File: config.mk
export PLATFORM = sky130hd
export DESIGN_NAME = keyed_slot_table
export DESIGN_NICKNAME = d
export VERILOG_FILES = /design/src/kst_pkg.sv /design/src/kst_ctrl.sv /design/src/kst_dp.sv /design/src/keyed_slot_table.sv
export VERILOG_INCLUDE_DIRS = /design/src /design/src/src
export SDC_FILE = /design/constraint.sdc
export NUM_CORES = 2
export LEC_CHECK = 0
export BUFFER_PORTS_ARGS = -buffer_cell sky130_fd_sc_hd__buf_4
export CORE_MARGIN = 1.5
export CORE_UTILIZATION = 40
export DETAILED_ROUTE_END_ITERATION = 8
export REMOVE_ABC_BUFFERS = 1
export SYNTH_ARGS = -nofsm -noshare
export SYNTH_HDL_FRONTEND = slang
export SYNTH_SLANG_ARGS = --single-unit
File: constraint.sdc
create_clock -name clk -period 8.1 [get_ports clk]
set_clock_uncertainty 0.15 [all_clocks]
set_input_delay 1.215 -clock clk [delete_from_list [all_inputs] [get_ports clk]]
set_output_delay 1.215 -clock clk [all_outputs]
set_load 0.05 [all_outputs]
File: src/keyed_slot_table_assert.svh
// ----------------------------------------------------------------------------
// keyed_slot_table_assert.svh
// Assertion macros shared by the keyed slot table modules.
// ----------------------------------------------------------------------------
`ifndef KEYED_SLOT_TABLE_ASSERT_SVH
`define KEYED_SLOT_TABLE_ASSERT_SVH

`ifndef SYNTHESIS

`define KST_ASSERT(lbl, clk, rst_n, prop, msg) \
    lbl: assert property (@(posedge clk) disable iff (!rst_n) (prop)) else $error(msg);

`define KST_ASSERT_NEXT(lbl, clk, rst_n, ante, cons, msg) \
    lbl: assert property (@(posedge clk) disable iff (!rst_n) (ante) |=> (cons)) \
        else $error(msg);

`else

`define KST_ASSERT(lbl, clk, rst_n, prop, msg)

`define KST_ASSERT_NEXT(lbl, clk, rst_n, ante, cons, msg)

`endif

`endif

File: src/kst_pkg.sv
// ----------------------------------------------------------------------------
// kst_pkg
// Shared widths, operation and status codes, and controller/datapath links.
// ----------------------------------------------------------------------------
package kst_pkg;

    localparam int NUM_SLOTS_DEF = 16;
    localparam int CMD_W         = 2;
    localparam int KEY_W         = 63;
    localparam int DATA_W        = 64;
    localparam int STATUS_W      = 2;
    localparam int SLOT_IDX_W    = 4;

    typedef enum logic [CMD_W-1:0] {
        CMD_ALLOC = 2'd0,
        CMD_GET   = 2'd1,
        CMD_SET   = 2'd2,
        CMD_FREE  = 2'd3
    } kst_op_t;

    typedef enum logic [STATUS_W-1:0] {
        ST_OK   = 2'd0,
        ST_DUP  = 2'd1,
        ST_FULL = 2'd2,
        ST_MISS = 2'd3
    } kst_status_t;

    typedef struct packed {
        logic load;
        logic scan_en;
        logic exec;
    } kst_ctrl_t;

    typedef struct packed {
        logic scan_done;
    } kst_stat_t;

endpackage

File: src/kst_ctrl.sv
// ----------------------------------------------------------------------------
// kst_ctrl
// Request sequencer: accept, scan the slots, execute, strobe the result.
// ----------------------------------------------------------------------------
module kst_ctrl (
    input  logic              clk,
    input  logic              rst_n,
    input  logic              start,
    output logic              busy,
    output logic              done,
    output kst_pkg::kst_ctrl_t ctrl,
    input  kst_pkg::kst_stat_t stat
);
    import kst_pkg::*;

    `include "keyed_slot_table_assert.svh"

    typedef enum logic [1:0] {
        S_IDLE,
        S_SCAN,
        S_EXEC,
        S_RESP
    } state_t;

    state_t state_reg;
    state_t state_next;
    logic   busy_reg;
    logic   done_reg;

    always_comb
    begin
        state_next = state_reg;
        case (state_reg)
            S_IDLE:
            begin
                if (start)
                begin
                    state_next = S_SCAN;
                end
            end
            S_SCAN:
            begin
                if (stat.scan_done)
                begin
                    state_next = S_EXEC;
                end
            end
            S_EXEC:
            begin
                state_next = S_RESP;
            end
            S_RESP:
            begin
                state_next = S_IDLE;
            end
            default:
            begin
                state_next = S_IDLE;
            end
        endcase
    end

    always_comb
    begin
        ctrl.load    = (state_reg == S_IDLE) && start;
        ctrl.scan_en = (state_reg == S_SCAN);
        ctrl.exec    = (state_reg == S_EXEC);
    end

    always_ff @(posedge clk or negedge rst_n)
    begin
        if (!rst_n)
        begin
            state_reg <= S_IDLE;
            busy_reg  <= 1'b0;
            done_reg  <= 1'b0;
        end
        else
        begin
            state_reg <= state_next;
            busy_reg  <= (state_next != S_IDLE);
            done_reg  <= (state_next == S_RESP);
        end
    end

    assign busy = busy_reg;
    assign done = done_reg;

    `KST_ASSERT_NEXT(a_accept_busy, clk, rst_n, start && !busy_reg, busy_reg, "busy not raised")
    `KST_ASSERT_NEXT(a_done_single, clk, rst_n, done_reg, !done_reg, "result strobe held")
    `KST_ASSERT(a_done_busy, clk, rst_n, !done_reg || busy_reg, "result strobe while idle")
    `KST_ASSERT_NEXT(a_done_free, clk, rst_n, done_reg, !busy_reg, "busy held after result")

endmodule

File: src/kst_dp.sv
// ----------------------------------------------------------------------------
// kst_dp
// Slot storage, sequential key scan and command execution.
// ----------------------------------------------------------------------------
module kst_dp #(
    parameter int NUM_SLOTS = kst_pkg::NUM_SLOTS_DEF
) (
    input  logic                           clk,
    input  logic                           rst_n,
    input  kst_pkg::kst_ctrl_t             ctrl,
    output kst_pkg::kst_stat_t             stat,
    input  logic [kst_pkg::CMD_W-1:0]      cmd,
    input  logic [kst_pkg::KEY_W-1:0]      owner_key,
    input  logic [kst_pkg::DATA_W-1:0]     data_value,
    output logic [kst_pkg::DATA_W-1:0]     read_value,
    output logic [kst_pkg::STATUS_W-1:0]   status,
    output logic [kst_pkg::SLOT_IDX_W-1:0] slot_index
);
    import kst_pkg::*;

    `include "keyed_slot_table_assert.svh"

    localparam int IDX_W = (NUM_SLOTS > 1) ? $clog2(NUM_SLOTS) : 1;
    localparam int CNT_W = $clog2(NUM_SLOTS + 1);
    localparam logic [CNT_W-1:0] SLOTS_C = CNT_W'(NUM_SLOTS);

    logic [KEY_W-1:0]  key_mem [NUM_SLOTS];
    logic [DATA_W-1:0] data_mem [NUM_SLOTS];
    logic [NUM_SLOTS-1:0] valid_reg;
    logic [NUM_SLOTS-1:0] valid_next;

    kst_op_t           cmd_reg;
    logic [KEY_W-1:0]  key_reg;
    logic [DATA_W-1:0] value_reg;

    logic [CNT_W-1:0]  scan_cnt_reg;
    logic              cmp_vld_reg;
    logic [IDX_W-1:0]  cmp_idx_reg;
    logic [KEY_W-1:0]  key_rd_reg;
    logic              issue;
    logic              match;
    logic              empty;

    logic              hit_found_reg;
    logic [IDX_W-1:0]  hit_idx_reg;
    logic              free_found_reg;
    logic [IDX_W-1:0]  free_idx_reg;

    logic              key_we;
    logic              data_we;
    logic [IDX_W-1:0]  wr_addr;
    logic [DATA_W-1:0] wr_data;
    kst_status_t       status_next;
    logic [IDX_W-1:0]  idx_next;
    logic              get_ok_next;

    kst_status_t       status_reg;
    logic [SLOT_IDX_W-1:0] slot_index_reg;
    logic              get_ok_reg;
    logic [DATA_W-1:0] data_rd_reg;

    assign issue = ctrl.scan_en && (scan_cnt_reg != SLOTS_C);
    assign match = cmp_vld_reg && valid_reg[cmp_idx_reg] && (key_rd_reg == key_reg);
    assign empty = cmp_vld_reg && !valid_reg[cmp_idx_reg];
    assign stat.scan_done = (scan_cnt_reg == SLOTS_C) && !cmp_vld_reg;

    always_ff @(posedge clk)
    begin
        if (ctrl.load)
        begin
            cmd_reg   <= kst_op_t'(cmd);
            key_reg   <= owner_key;
            value_reg <= data_value;
        end
        if (issue)
        begin
            key_rd_reg  <= key_mem[scan_cnt_reg[IDX_W-1:0]];
            cmp_idx_reg <= scan_cnt_reg[IDX_W-1:0];
        end
        if (match && !hit_found_reg)
        begin
            hit_idx_reg <= cmp_idx_reg;
        end
        if (empty && !free_found_reg)
        begin
            free_idx_reg <= cmp_idx_reg;
        end
    end

    always_ff @(posedge clk or negedge rst_n)
    begin
        if (!rst_n)
        begin
            scan_cnt_reg   <= '0;
            cmp_vld_reg    <= 1'b0;
            hit_found_reg  <= 1'b0;
            free_found_reg <= 1'b0;
        end
        else if (ctrl.load)
        begin
            scan_cnt_reg   <= '0;
            cmp_vld_reg    <= 1'b0;
            hit_found_reg  <= 1'b0;
            free_found_reg <= 1'b0;
        end
        else
        begin
            if (issue)
            begin
                scan_cnt_reg <= scan_cnt_reg + CNT_W'(1);
            end
            cmp_vld_reg <= issue;
            if (match)
            begin
                hit_found_reg <= 1'b1;
            end
            if (empty)
            begin
                free_found_reg <= 1'b1;
            end
        end
    end

    always_comb
    begin
        valid_next  = valid_reg;
        key_we      = 1'b0;
        data_we     = 1'b0;
        wr_addr     = hit_idx_reg;
        wr_data     = value_reg;
        status_next = ST_OK;
        idx_next    = '0;
        get_ok_next = 1'b0;
        case (cmd_reg)
            CMD_ALLOC:
            begin
                if (hit_found_reg)
                begin
                    status_next = ST_DUP;
                    idx_next    = hit_idx_reg;
                end
                else if (free_found_reg)
                begin
                    valid_next[free_idx_reg] = 1'b1;
                    key_we   = 1'b1;
                    data_we  = 1'b1;
                    wr_addr  = free_idx_reg;
                    wr_data  = '0;
                    idx_next = free_idx_reg;
                end
                else
                begin
                    status_next = ST_FULL;
                end
            end
            CMD_GET:
            begin
                if (hit_found_reg)
                begin
                    idx_next    = hit_idx_reg;
                    get_ok_next = 1'b1;
                end
                else
                begin
                    status_next = ST_MISS;
                end
            end
            CMD_SET:
            begin
                if (hit_found_reg)
                begin
                    idx_next = hit_idx_reg;
                    data_we  = 1'b1;
                end
                else
                begin
                    status_next = ST_MISS;
                end
            end
            CMD_FREE:
            begin
                if (hit_found_reg)
                begin
                    idx_next = hit_idx_reg;
                    valid_next[hit_idx_reg] = 1'b0;
                end
                else
                begin
                    status_next = ST_MISS;
                end
            end
            default:
            begin
                status_next = ST_MISS;
            end
        endcase
    end

    always_ff @(posedge clk)
    begin
        if (ctrl.exec && key_we)
        begin
            key_mem[wr_addr] <= key_reg;
        end
    end

    always_ff @(posedge clk)
    begin
        if (ctrl.exec)
        begin
            data_rd_reg <= data_mem[hit_idx_reg];
            if (data_we)
            begin
                data_mem[wr_addr] <= wr_data;
            end
        end
    end

    always_ff @(posedge clk or negedge rst_n)
    begin
        if (!rst_n)
        begin
            valid_reg <= '0;
        end
        else if (ctrl.exec)
        begin
            valid_reg <= valid_next;
        end
    end

    always_ff @(posedge clk)
    begin
        if (ctrl.exec)
        begin
            status_reg     <= status_next;
            slot_index_reg <= SLOT_IDX_W'(idx_next);
            get_ok_reg     <= get_ok_next;
        end
    end

    assign read_value = get_ok_reg ? data_rd_reg : '0;
    assign status     = status_reg;
    assign slot_index = slot_index_reg;

    `KST_ASSERT_NEXT(a_alloc_claims, clk, rst_n, ctrl.exec && (cmd_reg == CMD_ALLOC) && !hit_found_reg && free_found_reg, valid_reg[free_idx_reg], "claimed slot not valid")
    `KST_ASSERT(a_one_slot_change, clk, rst_n, $countones(valid_reg ^ $past(valid_reg)) <= 1, "several slots changed")

endmodule

File: src/keyed_slot_table.sv
// ----------------------------------------------------------------------------
// keyed_slot_table
// Fully associative key/value table: allocate, get, set and free by key.
//
//  channel   signals                               handshake
//  request   cmd, owner_key, data_value            start & !busy
//  result    read_value, status, slot_index        done (one cycle)
//
//  The key scan reads one slot per cycle into a key read register and checks it
//  in a compare stage; once the scan has drained, the execute state carries out
//  the command, and the result strobe rises in the cycle after it.
//  busy is high from the accept edge until the result strobe ends, so the next
//  request is taken only after the last result has been shown.
//  Reset clears every valid mark at once; key and data memories need no pass.
//  The receiver cannot stall: each result beat is shown for one cycle only.
// ----------------------------------------------------------------------------
module keyed_slot_table #(
    parameter int NUM_SLOTS = kst_pkg::NUM_SLOTS_DEF
) (
    input  logic                           clk,
    input  logic                           rst_n,
    input  logic                           start,
    output logic                           busy,
    input  logic [kst_pkg::CMD_W-1:0]      cmd,
    input  logic [kst_pkg::KEY_W-1:0]      owner_key,
    input  logic [kst_pkg::DATA_W-1:0]     data_value,
    output logic                           done,
    output logic [kst_pkg::DATA_W-1:0]     read_value,
    output logic [kst_pkg::STATUS_W-1:0]   status,
    output logic [kst_pkg::SLOT_IDX_W-1:0] slot_index
);
    import kst_pkg::*;

    kst_ctrl_t ctrl;
    kst_stat_t stat;

    kst_ctrl u_ctrl (
        .clk   (clk),
        .rst_n (rst_n),
        .start (start),
        .busy  (busy),
        .done  (done),
        .ctrl  (ctrl),
        .stat  (stat)
    );

    kst_dp #(
        .NUM_SLOTS (NUM_SLOTS)
    ) u_dp (
        .clk        (clk),
        .rst_n      (rst_n),
        .ctrl       (ctrl),
        .stat       (stat),
        .cmd        (cmd),
        .owner_key  (owner_key),
        .data_value (data_value),
        .read_value (read_value),
        .status     (status),
        .slot_index (slot_index)
    );

endmodule

==> impl_metrics.json <==
{
  "hold_viol_final": 0,
  "drtAntennaViolNets": 0,
  "cts_root_buf": "sky130_fd_sc_hd__clkbuf_16",
  "port_buffers": 203,
  "timing.reg2reg.setup_slack_ns": 3.55,
  "num_rows": 171,
  "cts.reportedPaths.clkPinSlew_ns": 0.06,
  "layout_commonest_cell": "sky130_fd_sc_hd__edfxtp_1",
  "cap_violations": 0,
  "r2r_end": "u_dp.data_mem[12][42]",
  "synth_async_sr_flop_share_pct": 1.20,
  "vias_in_the_first_global_route": 39800,
  "finish.net_count": 4026,
  "setup_viol": 0,
  "antenna_found_initial": 14,
  "crit_type": "reg2reg",
  "post_synth_inst_count": 3552,
  "clk_latency_ns": 0.83,
  "post_synth.cell_area_avg_um2": 24.7,
  "largest_register_ffs": 1024,
  "width_of_the_die_um": 471,
  "cts_hold_repair.buffers": 0,
  "synthesis.area_um2": 87600,
  "drtPass1Iterations": 7,
  "place.gp.congestion": 0.748,
  "worst_slew_margin_relative_to_its_limit_pct": 9.33,
  "largest_net_degree_at_the_start_of_global_routing": 130,
  "dp.final_hpwl_um": 100000,
  "power.density_nw_per_um2": 271,
  "initialDrtViolationCount": 3939,
  "post_cts_resized": 0,
  "fin_worst_hold_slack_ns": 0.162,
  "worst-path-max-fanout": 45,
  "global_route.overflow_total": 0,
  "static-leakage-power_uw": 0.0310,
  "worst_setup_path_start_kind": "register",
  "drive_gt1_share_pct": 31.4,
  "p_total_uw": 27100,
  "final_cell_mix": "2307 x sky130_fd_sc_hd__edfxtp_1, 639 x sky130_fd_sc_hd__mux4_2, 277 x sky130_fd_sc_hd__buf_4, 223 x sky130_fd_sc_hd__clkbuf_16, 129 x sky130_fd_sc_hd__and2_1",
  "detailedPlace.worstSlack_ns": 3.51,
  "initial_utilization_pct": 40.3,
  "cp.arrival_ns": 4.84,
  "vias": 38200,
  "synth_warnings": 0,
  "synth_ff_type": "sky130_fd_sc_hd__edfxtp_1",
  "regToRegStartpoint": "u_dp.cmd_reg[0]",
  "period_needed_ns": 4.55,
  "clkSinkCount": 2335,
  "totalWireLength_um": 195000,
  "vdd_drop_max_mv": 0.308,
  "sequential_element_share_of_the_synthesized_area_pct": 79.9,
  "layout_worst_path_cycle_share_pct": 56.2,
  "avgRoutedWirePerCell_um": 28.2,
  "tritoncts_clock_tree": "yes",
  "worst_slack_ns": 3.55,
  "report.final.slew_viol_count": 0,
  "die_h_um": 471,
  "cts-buffers-inserted": 222,
  "synth-edff-count": 2307,
  "worst_r2r_path_depth": 7,
  "largest_registers": "u_dp.data_mem (1024), u_dp.key_mem (1008)",
  "setup-tns-final_ns": 0,
  "synth.lib_cells_used.distinct": 44,
  "status": "complete, no violations",
  "ctsHtreeMaxLevel": 4,
  "drc": 0,
  "per_cell_via_count_in_the_routed_design": 5.51,
  "largest_register_by_flop_count": "u_dp.data_mem",
  "cp.required_ns": 8.39,
  "rsz0062_at_grt": "no",
  "cts-root-to-sink-buffers": 3,
  "max_clock_freq_mhz": 220,
  "groute.usage.overall_pct": 17.6,
  "timing_worst_slew_pin_value_ns": 1.36,
  "dieArea_um2": 222000,
  "grt_first_pass_wirelength_um": 284000,
  "ioPinCount": 204,
  "synth-seq-cells": 2335,
  "min_delay_path_class": "in2async",
  "flow.area_growth_from_synthesis_pct": 14.0,
  "coreArea_um2": 217000,
  "cts_setup_buffers": 0,
  "worstSetupEndpointType": "register"
}
## routing by layer
layer	GRT usage, %	share of wire (%)	wire [um]
met1	24.9	43	84000
met3	2.91	5.4	10600
met5	0	0.014	27
met2	28.7	50	96600
met4	4.03	2.0	3890
## cell usage after synthesis (3+ instances only)
cell type | instances | area [um^2]
sky130_fd_sc_hd__nand2_1 | 20 | 75.1
sky130_fd_sc_hd__o21ai_0 | 30 | 150
sky130_fd_sc_hd__xor2_1 | 5 | 43.8
sky130_fd_sc_hd__buf_2 | 55 | 275
sky130_fd_sc_hd__nand4_1 | 15 | 93.8
sky130_fd_sc_hd__edfxtp_1 | 2307 | 69300
sky130_fd_sc_hd__nor3_1 | 5 | 25.0
sky130_fd_sc_hd__mux2i_1 | 3 | 30.0
sky130_fd_sc_hd__a21oi_1 | 9 | 45.0
sky130_fd_sc_hd__dfrtp_1 | 28 | 701
sky130_fd_sc_hd__nand2b_1 | 11 | 68.8
sky130_fd_sc_hd__xnor2_1 | 50 | 438
sky130_fd_sc_hd__and3_1 | 3 | 18.8
sky130_fd_sc_hd__buf_1 | 5 | 18.8
sky130_fd_sc_hd__o21ai_1 | 8 | 40.0
sky130_fd_sc_hd__and2_1 | 129 | 807
sky130_fd_sc_hd__nor4_1 | 6 | 37.5
sky130_fd_sc_hd__nor2_1 | 56 | 210
sky130_fd_sc_hd__inv_1 | 16 | 60.1
sky130_fd_sc_hd__a31oi_1 | 4 | 25.0
sky130_fd_sc_hd__nor2b_1 | 9 | 56.3
sky130_fd_sc_hd__nand3_1 | 7 | 35.0
sky130_fd_sc_hd__clkbuf_1 | 102 | 383
sky130_fd_sc_hd__buf_4 | 5 | 37.5
sky130_fd_sc_hd__mux4_2 | 639 | 14400
## worst max-delay path: stages (launching register included)
cell and delay, ns:
sky130_fd_sc_hd__edfxtp_1 0.49, sky130_fd_sc_hd__or4b_4 0.84, sky130_fd_sc_hd__buf_4 0.45, sky130_fd_sc_hd__nor3_1 0.26, sky130_fd_sc_hd__o21ai_0 0.22, sky130_fd_sc_hd__buf_4 0.28
sky130_fd_sc_hd__nor2_4 0.59, sky130_fd_sc_hd__buf_4 0.79
## kinds of logic (layout without fill, tap and decap cells)
kind of cell	count (synthesis)	count (layout)	synth area share [%]
flops	2335	2335	79.9
mux	643	643	16.5
simple gates	269	269	1.71
buf+inv	185	708	0.910
compound gates	63	63	0.429
xor+xnor	55	55	0.550
fa+ha+maj	2	2	0.0286
other cells	0	3	0
## how the worst max path moves through the flow
stage | start | to | slack (ns) | depth (start not counted)
3_3_place_gp | u_dp.cmd_reg[1] | u_dp.data_mem[0][55] | 3.41 | 7
6_report | u_dp.cmd_reg[0] | u_dp.data_mem[12][42] | 3.55 | 7
4_1_cts | u_dp.cmd_reg[0] | u_dp.data_mem[0][38] | 3.48 | 7
5_1_grt | u_dp.cmd_reg[0] | u_dp.data_mem[12][55] | 3.36 | 7
3_5_place_dp | u_dp.cmd_reg[0] | u_dp.data_mem[0][25] | 3.51 | 7
2_1_floorplan | u_dp.scan_cnt_reg[0] | u_dp.scan_cnt_reg[4] | -6.09 | 8
## final cells by class
cell class	count	area [um^2]
timing repair buffer	285	2240
antenna	3	7.51
multi-input combinational	1032	17100
fill	17800	118000
clock inverter	128	1120
tap	2854	3570
sequential	2335	70000
inverter	16	62.6
clock buffer	279	5790
## stage by stage
step,utilization [%],cells,instance area [um^2]
after floorplan,-,3383,86800
after global placement,42.8,6522,93000
after detailed placement,42.8,6522,93000
after CTS,45.9,6929,99900
after global routing,45.9,6930,99900
final,45.9,6932,99900
## where the power goes
group | internal, uW | leakage (uW) | total (uW) | switching, uW
Combinational | 1780 | 0.00638 | 3230 | 1450
Sequential | 13600 | 0.0212 | 14000 | 338
Clock | 5540 | 0.00337 | 9930 | 4400
No activity file was read; power rests on OpenSTA's default activity.
